## src/hdl/rainbow_ring_pixel_color_unit_macros.svh

```systemverilog
// assertion macros shared by the rainbow ring pixel color unit
// expects clk and rst in scope of every use
`ifndef RAINBOW_RING_PIXEL_COLOR_UNIT_MACROS_SVH
`define RAINBOW_RING_PIXEL_COLOR_UNIT_MACROS_SVH

// same-cycle implication, off while reset is high
`define RRPC_ASSERT_NOW(label, ante, cons, msg) \
  label: assert property (@(posedge clk) disable iff (rst) (ante) |-> (cons)) \
    else $error(msg);

// next-cycle implication, off while reset is high
`define RRPC_ASSERT_NEXT(label, ante, cons, msg) \
  label: assert property (@(posedge clk) disable iff (rst) (ante) |=> (cons)) \
    else $error(msg);

`endif

```

## src/hdl/rrpc_pkg.sv

```systemverilog
// shared types and constants for the rainbow ring pixel color unit
// no dependencies
package rrpc_pkg;

  // field widths
  localparam int unsigned CH_W  = 8;
  localparam int unsigned POS_W = 6;
  localparam int unsigned HUE_W = 8;

  // default ring sizes
  localparam int unsigned OUTER_RING_LEDS_DEF = 60;
  localparam int unsigned INNER_RING_LEDS_DEF = 24;

  // hue wheel and six-sector split
  localparam int unsigned HUE_STEPS   = 256;
  localparam int unsigned SECTOR_SPAN = 43;
  localparam int unsigned REM_SCALE   = 6;
  localparam logic [CH_W-1:0] CH_MAX  = 8'hFF;

  // register reset values
  localparam logic [CH_W-1:0] BRIGHTNESS_RST = 8'd4;
  localparam logic [CH_W-1:0] SATURATION_RST = 8'd255;

  // register index codes
  typedef enum logic {
    REG_BRIGHTNESS = 1'b0,
    REG_SATURATION = 1'b1
  } reg_idx_t;

  // color wheel sector
  typedef enum logic [2:0] {
    SEC_RED     = 3'd0,
    SEC_YELLOW  = 3'd1,
    SEC_GREEN   = 3'd2,
    SEC_CYAN    = 3'd3,
    SEC_BLUE    = 3'd4,
    SEC_MAGENTA = 3'd5
  } sector_t;

  // configuration seen by the datapath
  typedef struct packed {
    logic [CH_W-1:0] brightness;
    logic [CH_W-1:0] saturation;
  } cfg_t;

  // hue beat between the hue stage and the color stages
  typedef struct packed {
    logic             valid;
    logic [HUE_W-1:0] hue;
  } hue_beat_t;

endpackage

```

## src/hdl/rrpc_regs.sv

```systemverilog
// apb register file holding brightness and saturation
// depends on rrpc_pkg
module rrpc_regs (
  input  logic                  clk,
  input  logic                  rst,
  input  logic                  psel,
  input  logic                  penable,
  input  logic                  pwrite,
  input  logic [2:0]            paddr,
  input  logic [31:0]           pwdata,
  output logic [31:0]           prdata,
  output logic                  pready,
  output rrpc_pkg::cfg_t        cfg
);

  logic [rrpc_pkg::CH_W-1:0] brightness;
  logic [rrpc_pkg::CH_W-1:0] saturation;
  logic                      wr_en;
  rrpc_pkg::reg_idx_t        idx;

  // word index from the address, byte lanes ignored
  assign idx    = rrpc_pkg::reg_idx_t'(paddr[2]);
  assign wr_en  = psel && penable && pwrite;
  assign pready = 1'b1;

  // register writes
  always_ff @(posedge clk) begin
    if (rst) begin
      brightness <= rrpc_pkg::BRIGHTNESS_RST;
      saturation <= rrpc_pkg::SATURATION_RST;
    end else if (wr_en) begin
      case (idx)
        rrpc_pkg::REG_BRIGHTNESS: brightness <= pwdata[rrpc_pkg::CH_W-1:0];
        rrpc_pkg::REG_SATURATION: saturation <= pwdata[rrpc_pkg::CH_W-1:0];
        default: ;
      endcase
    end
  end

  // read mux
  always_comb begin
    prdata = '0;
    case (idx)
      rrpc_pkg::REG_BRIGHTNESS: prdata = 32'(brightness);
      rrpc_pkg::REG_SATURATION: prdata = 32'(saturation);
      default: prdata = '0;
    endcase
  end

  assign cfg.brightness = brightness;
  assign cfg.saturation = saturation;

endmodule

```

## src/hdl/rrpc_hue.sv

```systemverilog
// hue stage: position to hue by constant per-ring table, plus frame offset
// depends on rrpc_pkg
module rrpc_hue #(
  parameter int unsigned OUTER_RING_LEDS = rrpc_pkg::OUTER_RING_LEDS_DEF,
  parameter int unsigned INNER_RING_LEDS = rrpc_pkg::INNER_RING_LEDS_DEF
) (
  input  logic                          clk,
  input  logic                          rst,
  input  logic                          in_valid,
  input  logic                          ring_select,
  input  logic [rrpc_pkg::POS_W-1:0]    led_position,
  input  logic [rrpc_pkg::HUE_W-1:0]    hue_offset,
  output rrpc_pkg::hue_beat_t           hue_beat
);

  localparam int unsigned PosCount = 2 ** rrpc_pkg::POS_W;

  logic [rrpc_pkg::HUE_W-1:0] outer_tab [PosCount];
  logic [rrpc_pkg::HUE_W-1:0] inner_tab [PosCount];
  logic [rrpc_pkg::HUE_W-1:0] base_hue;
  logic [rrpc_pkg::HUE_W-1:0] hue;
  logic                       valid;

  // position*256/ring_size, low byte only since the hue wraps anyway
  for (genvar gi = 0; gi < PosCount; gi++) begin : g_tab
    localparam logic [rrpc_pkg::HUE_W-1:0] OuterQ =
      rrpc_pkg::HUE_W'((gi * rrpc_pkg::HUE_STEPS) / OUTER_RING_LEDS);
    localparam logic [rrpc_pkg::HUE_W-1:0] InnerQ =
      rrpc_pkg::HUE_W'((gi * rrpc_pkg::HUE_STEPS) / INNER_RING_LEDS);
    assign outer_tab[gi] = OuterQ;
    assign inner_tab[gi] = InnerQ;
  end

  assign base_hue = ring_select ? inner_tab[led_position] : outer_tab[led_position];

  // stage 1 register, add wraps mod 256
  always_ff @(posedge clk) begin
    if (rst) begin
      valid <= 1'b0;
    end else begin
      valid <= in_valid;
    end
  end

  always_ff @(posedge clk) begin
    hue <= base_hue + hue_offset;
  end

  assign hue_beat.valid = valid;
  assign hue_beat.hue   = hue;

endmodule

```

## src/hdl/rrpc_hsv.sv

```systemverilog
// hsv to rgb pipeline: sector split, saturation products, value products, channel select
// depends on rrpc_pkg and rainbow_ring_pixel_color_unit_macros.svh
`include "rainbow_ring_pixel_color_unit_macros.svh"
module rrpc_hsv (
  input  logic                        clk,
  input  logic                        rst,
  input  rrpc_pkg::hue_beat_t         hue_beat,
  input  rrpc_pkg::cfg_t              cfg,
  output logic                        done,
  output logic [rrpc_pkg::CH_W-1:0]   red,
  output logic [rrpc_pkg::CH_W-1:0]   green,
  output logic [rrpc_pkg::CH_W-1:0]   blue
);

  localparam int unsigned CW = rrpc_pkg::CH_W;
  localparam int unsigned PW = 2 * rrpc_pkg::CH_W;

  // stage 2 signals
  rrpc_pkg::sector_t   sec_c;
  logic [CW-1:0]       base_c;
  logic [CW:0]         rem_full;
  logic                v2;
  rrpc_pkg::sector_t   sec2;
  logic [CW-1:0]       rem2;

  // stage 3 signals
  logic [PW-1:0]       sq_prod;
  logic [PW-1:0]       st_prod;
  logic                v3;
  rrpc_pkg::sector_t   sec3;
  logic [CW-1:0]       sq3;
  logic [CW-1:0]       st3;

  // stage 4 signals
  logic [PW-1:0]       p_prod;
  logic [PW-1:0]       q_prod;
  logic [PW-1:0]       t_prod;
  logic                v4;
  rrpc_pkg::sector_t   sec4;
  logic [CW-1:0]       p4;
  logic [CW-1:0]       q4;
  logic [CW-1:0]       t4;
  logic [CW-1:0]       val4;
  logic                grey4;

  // stage 5 select
  logic [CW-1:0]       red_next;
  logic [CW-1:0]       green_next;
  logic [CW-1:0]       blue_next;

  // sector by compare chain, remainder scaled by six
  always_comb begin
    sec_c  = rrpc_pkg::SEC_RED;
    base_c = '0;
    if (hue_beat.hue >= CW'(5 * rrpc_pkg::SECTOR_SPAN)) begin
      sec_c  = rrpc_pkg::SEC_MAGENTA;
      base_c = CW'(5 * rrpc_pkg::SECTOR_SPAN);
    end else if (hue_beat.hue >= CW'(4 * rrpc_pkg::SECTOR_SPAN)) begin
      sec_c  = rrpc_pkg::SEC_BLUE;
      base_c = CW'(4 * rrpc_pkg::SECTOR_SPAN);
    end else if (hue_beat.hue >= CW'(3 * rrpc_pkg::SECTOR_SPAN)) begin
      sec_c  = rrpc_pkg::SEC_CYAN;
      base_c = CW'(3 * rrpc_pkg::SECTOR_SPAN);
    end else if (hue_beat.hue >= CW'(2 * rrpc_pkg::SECTOR_SPAN)) begin
      sec_c  = rrpc_pkg::SEC_GREEN;
      base_c = CW'(2 * rrpc_pkg::SECTOR_SPAN);
    end else if (hue_beat.hue >= CW'(rrpc_pkg::SECTOR_SPAN)) begin
      sec_c  = rrpc_pkg::SEC_YELLOW;
      base_c = CW'(rrpc_pkg::SECTOR_SPAN);
    end
  end

  assign rem_full = (CW+1)'(hue_beat.hue - base_c) * (CW+1)'(rrpc_pkg::REM_SCALE);

  // saturation products
  assign sq_prod = PW'(cfg.saturation) * PW'(rem2);
  assign st_prod = PW'(cfg.saturation) * PW'(rrpc_pkg::CH_MAX - rem2);

  // value products
  assign p_prod = PW'(cfg.brightness) * PW'(rrpc_pkg::CH_MAX - cfg.saturation);
  assign q_prod = PW'(cfg.brightness) * PW'(rrpc_pkg::CH_MAX - sq3);
  assign t_prod = PW'(cfg.brightness) * PW'(rrpc_pkg::CH_MAX - st3);

  // valid chain
  always_ff @(posedge clk) begin
    if (rst) begin
      v2   <= 1'b0;
      v3   <= 1'b0;
      v4   <= 1'b0;
      done <= 1'b0;
    end else begin
      v2   <= hue_beat.valid;
      v3   <= v2;
      v4   <= v3;
      done <= v4;
    end
  end

  // payload stages
  always_ff @(posedge clk) begin
    sec2  <= sec_c;
    rem2  <= rem_full[CW-1:0];
    sec3  <= sec2;
    sq3   <= sq_prod[PW-1:CW];
    st3   <= st_prod[PW-1:CW];
    sec4  <= sec3;
    p4    <= p_prod[PW-1:CW];
    q4    <= q_prod[PW-1:CW];
    t4    <= t_prod[PW-1:CW];
    val4  <= cfg.brightness;
    grey4 <= (cfg.saturation == '0);
    red   <= red_next;
    green <= green_next;
    blue  <= blue_next;
  end

  // channel select per sector, grey when saturation is zero
  always_comb begin
    red_next   = val4;
    green_next = t4;
    blue_next  = p4;
    if (grey4) begin
      green_next = val4;
      blue_next  = val4;
    end else begin
      case (sec4)
        rrpc_pkg::SEC_YELLOW: begin
          red_next = q4; green_next = val4; blue_next = p4;
        end
        rrpc_pkg::SEC_GREEN: begin
          red_next = p4; green_next = val4; blue_next = t4;
        end
        rrpc_pkg::SEC_CYAN: begin
          red_next = p4; green_next = q4; blue_next = val4;
        end
        rrpc_pkg::SEC_BLUE: begin
          red_next = t4; green_next = p4; blue_next = val4;
        end
        rrpc_pkg::SEC_MAGENTA: begin
          red_next = val4; green_next = p4; blue_next = q4;
        end
        default: begin
          red_next = val4; green_next = t4; blue_next = p4;
        end
      endcase
    end
  end

  // checks
  `RRPC_ASSERT_NOW(a_done_from_stage3, done, $past(v3, 2), "result without a stage 3 beat")
  `RRPC_ASSERT_NOW(a_one_channel_full, done,
    (red == $past(val4)) || (green == $past(val4)) || (blue == $past(val4)),
    "no channel carries the value")
  `RRPC_ASSERT_NOW(a_grey_equal, done && $past(grey4),
    (red == green) && (green == blue), "grey result with unequal channels")

endmodule

```

## src/hdl/rainbow_ring_pixel_color_unit.sv

```systemverilog
// Rainbow ring pixel color unit, top level.
// Pixel beats enter on start; busy is never raised, so a beat may enter every cycle.
// Each beat carries ring_select, led_position and hue_offset; the hue is
// led_position*256/ring_size + hue_offset mod 256, converted to rgb with the
// six-sector integer hsv scheme at the brightness and saturation registers.
// The result appears on red, green and blue for one cycle with done high;
// throughput is one beat per cycle.
// The depth comes from five register stages: hue table and offset add,
// sector split, saturation products, value products, channel select.
// The receiver cannot stall: done is a strobe, results are not held.
// Registers sit on an apb port: brightness at 0x0 (reset 4), saturation at 0x4
// (reset 255). Write them only while no beat is in flight.
// Reset is synchronous and active high; it drops all beats in flight.
// Depends on rrpc_pkg, rrpc_regs, rrpc_hue and rrpc_hsv.
module rainbow_ring_pixel_color_unit #(
  parameter int unsigned OUTER_RING_LEDS = rrpc_pkg::OUTER_RING_LEDS_DEF,
  parameter int unsigned INNER_RING_LEDS = rrpc_pkg::INNER_RING_LEDS_DEF
) (
  input  logic                          clk,
  input  logic                          rst,
  input  logic                          start,
  output logic                          busy,
  input  logic                          ring_select,
  input  logic [rrpc_pkg::POS_W-1:0]    led_position,
  input  logic [rrpc_pkg::HUE_W-1:0]    hue_offset,
  output logic                          done,
  output logic [rrpc_pkg::CH_W-1:0]     red,
  output logic [rrpc_pkg::CH_W-1:0]     green,
  output logic [rrpc_pkg::CH_W-1:0]     blue,
  input  logic                          psel,
  input  logic                          penable,
  input  logic                          pwrite,
  input  logic [2:0]                    paddr,
  input  logic [31:0]                   pwdata,
  output logic [31:0]                   prdata,
  output logic                          pready
);

  rrpc_pkg::cfg_t      cfg;
  rrpc_pkg::hue_beat_t hue_beat;
  logic                accept;

  // fully pipelined, never holds off a beat
  assign busy   = 1'b0;
  assign accept = start && !busy;

  rrpc_regs u_regs (
    .clk     (clk),
    .rst     (rst),
    .psel    (psel),
    .penable (penable),
    .pwrite  (pwrite),
    .paddr   (paddr),
    .pwdata  (pwdata),
    .prdata  (prdata),
    .pready  (pready),
    .cfg     (cfg)
  );

  rrpc_hue #(
    .OUTER_RING_LEDS (OUTER_RING_LEDS),
    .INNER_RING_LEDS (INNER_RING_LEDS)
  ) u_hue (
    .clk          (clk),
    .rst          (rst),
    .in_valid     (accept),
    .ring_select  (ring_select),
    .led_position (led_position),
    .hue_offset   (hue_offset),
    .hue_beat     (hue_beat)
  );

  rrpc_hsv u_hsv (
    .clk      (clk),
    .rst      (rst),
    .hue_beat (hue_beat),
    .cfg      (cfg),
    .done     (done),
    .red      (red),
    .green    (green),
    .blue     (blue)
  );

endmodule
```

## config.mk

```make
export PLATFORM = sky130hd
export DESIGN_NAME = rainbow_ring_pixel_color_unit
export DESIGN_NICKNAME = d
export VERILOG_FILES = /design/src/hdl/rrpc_pkg.sv /design/src/hdl/rrpc_regs.sv /design/src/hdl/rrpc_hue.sv /design/src/hdl/rrpc_hsv.sv /design/src/hdl/rainbow_ring_pixel_color_unit.sv
export VERILOG_INCLUDE_DIRS = /design/src /design/src/hdl
export SDC_FILE = /design/constraint.sdc
export NUM_CORES = 1
export LEC_CHECK = 0
export BUFFER_PORTS_ARGS = -buffer_cell sky130_fd_sc_hd__clkbuf_2
export CAP_MARGIN = 15
export CORE_MARGIN = 4
export CORE_UTILIZATION = 25
export CTS_CLUSTER_SIZE = 24
export DETAILED_ROUTE_END_ITERATION = 16
export HOLD_SLACK_MARGIN = 0.06
export MAX_ROUTING_LAYER = met4
export SYNTH_ARGS = -nofsm -noshare
export SYNTH_HDL_FRONTEND = slang
export SYNTH_SLANG_ARGS = --single-unit
export TNS_END_PERCENT = 30
```

## constraint.sdc

```tcl
create_clock -name clk -period 4.5 [get_ports clk]
set_input_delay 0.9 -clock clk [delete_from_list [all_inputs] [get_ports clk]]
set_output_delay 0.9 -clock clk [all_outputs]
set_load 0.03 [all_outputs]
```

### Yosys cells after proc, flatten, opt, wreduce, memory -nomap -nowiden

Memories as Yosys holds them, arrays and structs flattened.
Index checks and enable logic that the tools add are counted.
W data, S select, Z words.

| word-level totals | value |
|---|---|
| word-level logic and storage cells | 81 |
| bits in registers | 118 |
| memories kept | 2 |
| output and inout bits | 59 |
| ROM bits | 1,024 |
| bits of input ports | 56 |
| RAM bits | 0 |
| bits in latches | 0 |

Memory list:

| name | words | width | read ports | clocked after memory_dff | wr ports | RTL line | source |
|---|---|---|---|---|---|---|---|
| (name not given) | 64 | 8 | 1 | 0 | 0 | rrpc_hue.sv:34 | `assign base_hue = ring_select ? inner_tab[led_position] : outer_tab[led_position];` |
| (name not given) | 64 | 8 | 1 | 0 | 0 | rrpc_hue.sv:34 |  |

| operators by class | value |
|---|---|
| $lt $le $gt $ge | 6 |
| multipliers | 6 |
| reduce and logical (&&, ||, !) cells | 10 |
| shifts and indexed selects | 0 |
| add/subtract/negate cells | 6 |
| div/mod/pow operators | 0 |
| equality and inequality tests | 5 |
| bitwise logic cells | 2 |
| muxes and demuxes | 21 |

Operators by type and width:

| operator | number |
|---|---|
| $mux W8 | 12 |
| $pmux W8 S3 | 3 |
| $mul A8 B16 Y16 | 4 |
| $pmux W32 S2 | 1 |
| $sub A8 B8 Y9 const A | 4 |
| $ge A8 B8 Y1 const B | 3 |
| $mul A8 B7 Y15 | 1 |
| $reduce_or A2 Y1 | 5 |
| $mul A9 B2 Y7 const B | 1 |
| $sub A8 B8 Y9 | 1 |
| $add A8 B8 Y8 | 1 |
| $ge A8 B6 Y1 const B | 1 |
| $ge A8 B7 Y1 const B | 1 |
| $logic_not A8 Y1 | 1 |
| $ge A7 B7 Y1 const B | 1 |
| $not A6 Y7 | 1 |
| $eq A3 B2 Y1 const B | 2 |
| $eq A3 B3 Y1 const B | 2 |
| $mux W3 | 2 |
| $mux W6 | 1 |
| $reduce_and A2 Y1 | 2 |
| $eq A3 B1 Y1 const B | 1 |
| $logic_and A1 B1 Y1 | 2 |
| $mux W1 | 2 |
| $not A1 Y1 | 1 |

### Depth between registers and ports, before layout

| logic depth | value |
|---|---|
| word-level depth | 8 |
| depth in mapped cells | 19 |
| mapped depth without buffers | 18 |

### Modules after synthesis

From an unflattened synthesis, not the netlist that was laid out.

| unflattened totals | value |
|---|---|
| cell total of the unflattened synthesis | 1,703 |
| area total of the unflattened synthesis | 15,124.5 um2 |

By module, submodules not included:

| module | sequential area each (um2) | area each (um2) | cells each | times used |
|---|---|---|---|---|
| rrpc_hsv | 1,861.8 | 12,685.9 | 1,415 | 1 |
| rrpc_hue | 180.2 | 1,445.1 | 180 | 1 |
| rrpc_regs | 320.3 | 982.2 | 106 | 1 |
| rainbow_ring_pixel_color_unit | 0.0 | 11.3 | 2 | 1 |

### Least setup slack after synthesis

No wires, ideal clock.

| timing path | value |
|---|---|
| kind | register to register |
| from | register u_hsv.rem2[1] |
| to | register u_hsv.st3[7] |
| setup time | 72 ps |
| period minus slack after synthesis | 4,765 ps |
| stages on the path, launching flop included | 19 |
| setup slack | -265 ps |
| buffers on the path | 1 |
| required time | 4,428 ps |
| arrival | 4,693 ps |
| cell sequence | dfxtp_1 > clkbuf_1 > nor2b_1 > fa_1 > inv_1 > fa_1 > inv_1 > fa_1 > inv_1 > fa_1 > inv_1 > ha_1 > o21a_1 > o21ai_0 > a21oi_2 > a311o_1 > or3_4 > a31oi_4 > xnor2_1 |

| between the ends | value |
|---|---|
| cells in the longest elaborated chain, start to end | 2 |

Ends and longest elaborated chain:

| item | RTL line | source |
|---|---|---|
| start, declared | rrpc_hsv.sv:24 | `logic [CW-1:0] rem2;` |
| start signal, assigned | rrpc_hsv.sv:102 | `rem2 <= rem_full[CW-1:0];` |
| $sub A8 B8 Y9 | rrpc_hsv.sv:77 | `assign st_prod = PW'(cfg.saturation) * PW'(rrpc_pkg::CH_MAX - rem2);` |
| $mul A8 B16 Y16 | rrpc_hsv.sv:77 |  |
| via u_hsv.st_prod[15] | rrpc_hsv.sv:28 | `logic [PW-1:0] st_prod;` |
| end signal, assigned | rrpc_hsv.sv:105 | `st3 <= st_prod[PW-1:CW];` |
| end, declared | rrpc_hsv.sv:32 | `logic [CW-1:0] st3;` |

The timed path passes the listed nets, and every way through them passes these cells.
A chain may end at the register's enable or synchronous reset.

### Worst setup path after layout

| timing path | value |
|---|---|
| from | register u_regs.saturation[4] (netlist bit) |
| to | register u_hsv.sq3[7] |

| between the ends | value |
|---|---|
| cells in the longest elaborated chain, start to end | 1 |

Ends and longest elaborated chain:

| item | RTL line | source |
|---|---|---|
| start, declared | rrpc_regs.sv:17 | `logic [rrpc_pkg::CH_W-1:0] saturation;` |
| start signal, assigned | rrpc_regs.sv:30 | `saturation <= rrpc_pkg::SATURATION_RST;` |
| start signal, assigned | rrpc_regs.sv:34 | `rrpc_pkg::REG_SATURATION: saturation <= pwdata[rrpc_pkg::CH_W-1:0];` |
| $mul A8 B7 Y15 | rrpc_hsv.sv:76 | `assign sq_prod = PW'(cfg.saturation) * PW'(rem2);` |
| via u_hsv.sq_prod[15] | rrpc_hsv.sv:27 | `logic [PW-1:0] sq_prod;` |
| end signal, assigned | rrpc_hsv.sv:104 | `sq3 <= sq_prod[PW-1:CW];` |
| end, declared | rrpc_hsv.sv:31 | `logic [CW-1:0] sq3;` |

The timed path passes the listed nets, and every way through them passes these cells.

==> qor.yml <==
clock_network:
  cts_root_buffer: "sky130_fd_sc_hd__clkbuf_16"
  ctsHtreeMaxLevel: 4
  cts_num_sinks: 118
  cts_tree: "yes"
  cts_buffer_depth: 2
  cts.clk_slew.worst_paths_ps: 60
  cts.hold.buffers_added: 0
  clock_insertion_delay_at_the_later_pin_of_the_skew_report_ps: 440
  cts_inserted_buffers: 17
worst_setup_path:
  ff2ff_setup_slack_ps: 20
  cp-start-kind: "flip-flop"
  critical-path-top-cell-by-count: "sky130_fd_sc_hd__fa_1"
  crit_type: "flip-flop to flip-flop"
  cp-startpoint: "u_regs.saturation[4]$_SDFFE_PP1P_"
  crit_required_ps: 4820
  timing.critical_path.slowest_stage_cell: "sky130_fd_sc_hd__fa_1"
  crit-reg2reg-launch: "u_regs.saturation[4]$_SDFFE_PP1P_"
  critPathMaxFanout: 3
  crit_buf_inv: 6
  worstPathCellList: "buf_12, and2_4, fa_1, inv_2, fa_1, inv_1, fa_1, inv_1, fa_1, inv_2, ha_4, o21a_1, o21a_1, o22ai_4, buf_6, o21ai_4, a211o_1, a21oi_2, xnor2_1"
  largest_incremental_delay_on_the_critical_path_ps: 530
  critPathCaptureType: "flip-flop"
  data_arrival_time_of_the_worst_path_ps: 4800
  critPathTopFamily: "adder cells"
synthesis:
  async_flop_share_pct: 0
  post_synth_inst_count: 1704
  synth_cell_type_count: 72
  synth-edff-count: 0
  synth_area_leaders: "sky130_fd_sc_hd__fa_1, sky130_fd_sc_hd__dfxtp_1, sky130_fd_sc_hd__ha_1"
  yosysWarnings: 0
  synth-seq-cells: 118
  synthFlopType: "sky130_fd_sc_hd__dfxtp_1"
  synthDominantCellAreaShare_pct: 22.99
  post_synth.cell_area_avg_um2: 8.739
  synthDominantAreaCellType: "sky130_fd_sc_hd__fa_1"
  share_of_synthesized_area_occupied_by_flip_flops_and_latches_pct: 15.86
  syn-cell-area_um2: 14890
layout:
  final_common_cell: "sky130_fd_sc_hd__inv_1"
  drive_gt1_share_pct: 17.60
  area_growth_syn_to_fin_pct: 20.46
  layout.filler_cells: 6196
  most-common-layout-cells: "sky130_fd_sc_hd__inv_1, sky130_fd_sc_hd__ha_1, sky130_fd_sc_hd__fa_1, sky130_fd_sc_hd__nor2b_1, sky130_fd_sc_hd__buf_4"
  design.final.nets: 2265
  final_instance_area_um2: 17940
sta:
  max_freq_mhz: 223.4
  setup_viol: 0
  timing.final.hold_violations: 0
  fin_setup_tns_ps: 0
  max-slew-margin-rel_pct: 38.35
  number_of_pins_with_negative_max_slew_slack_in_the_final_report: 0
  tightestPinTransition_ps: 923.4
  clock_tree_skew_after_final_layout_ps: 15.49
  final.period_utilization_pct: 99.47
  grt_setup_unrepaired: "true"
  finalCriticalPeriod_ps: 4476
detailed_routing:
  route.detailed.drc: 0
  detailroute.via_count: 11657
  topRoutingLayerUsed: "met4"
  routed_wire_length_per_instance_um: 14.03
  wl_met3_um: 1772
  route.met2.wl_um: 17420
  detail_route.vias_per_cell: 4.417
  wl_met1_um: 17350
  drt-pass1-iter-count: 5
  ant_nets: 0
  postRouteWirelength_um: 37020
  drt-initial-drc-count: 511
placement:
  buffer_ports.inserted: 62
  dp_hpwl_um: 29690
  placed_cell_area_um2: 16790
  place_congestion: 0.8590
global_route:
  global_router_s_overall_resource_usage_pct: 12.15
  grt_remaining_overflow: 0
  number_of_antenna_violations_at_the_first_check_in_global_routing: 3
  via_count_of_the_first_global_routing_pass: 12227
  grt_pass1_wl_um: 61500
  grt_max_degree: 31
floorplan:
  num_rows: 89
  floorplan.initialDensity_pct: 25.23
  core_area_um2: 59020
  io-pin-count: 115
  die-width_um: 252.1
  die_y_um: 252.1
  die_area_um2: 63540
min_path:
  min_from: "u_hsv.sec2[2]$_SDFF_PP1_"
  min_path_type: "flip-flop to flip-flop"
outcome:
  result_of_the_run: "finished, final reports clean"
job:
  cap_violations: 0
[final cells by class]
cell class                 count  area (µm²)  area share (%)
timing repair buffer         203        1475           8.223
clock buffer                  19       452.9           2.525
multi-input combinational   1244       11480           64.00
clock inverter                13       135.1          0.7533
tap                          773       967.2           5.392
inverter                     267        1005           5.601
antenna                        2       5.005         0.02790
sequential                   118        2417           13.48
[final timing paths]
| path | to | depth (start not counted) |
|---|---|---|
| hold / removal | u_hsv.sec3[2]$_DFF_P_ | 0 |
| hold reg to reg | u_hsv.sec3[2]$_DFF_P_ | 0 |
| setup reg to reg | u_hsv.sq3[7]$_DFF_P_ | 19 |
| setup / recovery | u_hsv.sq3[7]$_DFF_P_ | 19 |
[worst reg2reg max path: cells and delay by family, from the launching register on]
family          cells  cell delay, ps
compound gates      6            1090
xor+xnor            1              70
fa+ha+maj           5            2230
buf+inv             6             480
flops               1             360
simple gates        1             130
[state kept, by name, summed over array words and instances, names as in the netlist]
register and flops:
u_hsv.sec4 3, u_hsv.blue 8, u_hsv.v3 1, u_regs.saturation 8, u_hsv.rem2 7, u_hsv.sq3 8, u_hsv.val4 8, u_hsv.green 8
u_hsv.st3 8, u_hsv.t4 8, u_hsv.sec2 3, u_hsv.q4 8, u_regs.brightness 8, u_hue.hue 8, u_hsv.done 1, u_hsv.v2 1
u_hsv.v4 1, u_hsv.grey4 1, u_hsv.sec3 3, u_hue.valid 1, u_hsv.p4 8, u_hsv.red 8
[cells by family (layout without fill, tap and decap cells)]
group	after synthesis	count (layout)	synth area share, %
compound gates	246	246	10.88
other cells	2	28	0.05043
xor+xnor	58	58	3.504
buf+inv	366	502	9.906
flops	118	118	15.86
fa+ha+maj	360	360	38.83
mux	28	28	2.117
simple gates	526	526	18.85
[metal layers]
layer / up-vias / global-route usage, %
met2: 229 / 19.66
li1: 5693 / -
met5: - / -
met3: 34 / 2.649
met4: 0 / 2.853
met1: 5701 / 15.62
[cells in the mapped netlist, types with 9 or more instances]
| master | n |
|---|---|
| sky130_fd_sc_hd__xnor2_1 | 33 |
| sky130_fd_sc_hd__fa_1 | 171 |
| sky130_fd_sc_hd__clkbuf_1 | 68 |
| sky130_fd_sc_hd__inv_1 | 265 |
| sky130_fd_sc_hd__o22ai_1 | 18 |
| sky130_fd_sc_hd__o221ai_1 | 10 |
| sky130_fd_sc_hd__mux2i_1 | 18 |
| sky130_fd_sc_hd__buf_4 | 27 |
| sky130_fd_sc_hd__o21ai_0 | 29 |
| sky130_fd_sc_hd__a21oi_1 | 88 |
| sky130_fd_sc_hd__o31ai_1 | 16 |
| sky130_fd_sc_hd__dfxtp_1 | 118 |
| sky130_fd_sc_hd__xor2_1 | 24 |
| sky130_fd_sc_hd__nand2_1 | 106 |
| sky130_fd_sc_hd__ha_1 | 187 |
| sky130_fd_sc_hd__o21a_1 | 17 |
| sky130_fd_sc_hd__a21o_1 | 15 |
| sky130_fd_sc_hd__a22oi_1 | 9 |
| sky130_fd_sc_hd__nor2b_1 | 133 |
| sky130_fd_sc_hd__and2_1 | 23 |
| sky130_fd_sc_hd__nand2b_1 | 124 |
| sky130_fd_sc_hd__nor2_1 | 96 |
[metrics by stage]
step                      utilization, %  worst slack (ps)  hold WS, ps  std cells
after global routing               30.39            -178.2        342.1       2639
after floorplan                        -           -0.7043        309.6       1728
after global placement             28.45            -198.5        313.9       2590
final                              30.39             23.94        327.3       2639
after detailed placement           28.45            -224.9        315.0       2590
after CTS                          29.82            -37.87        330.1       2631
[timing repair]
item                                    in CTS  in global routing
endpoints found under the setup margin      18                 21
pin swaps                                   31                 32
setup buffers                                9                  6
gates resized for setup                     47                 64
Power is left out: the tool's default activity adds up to more than one toggle a clock period on the data nets, which glitch-free logic cannot reach.
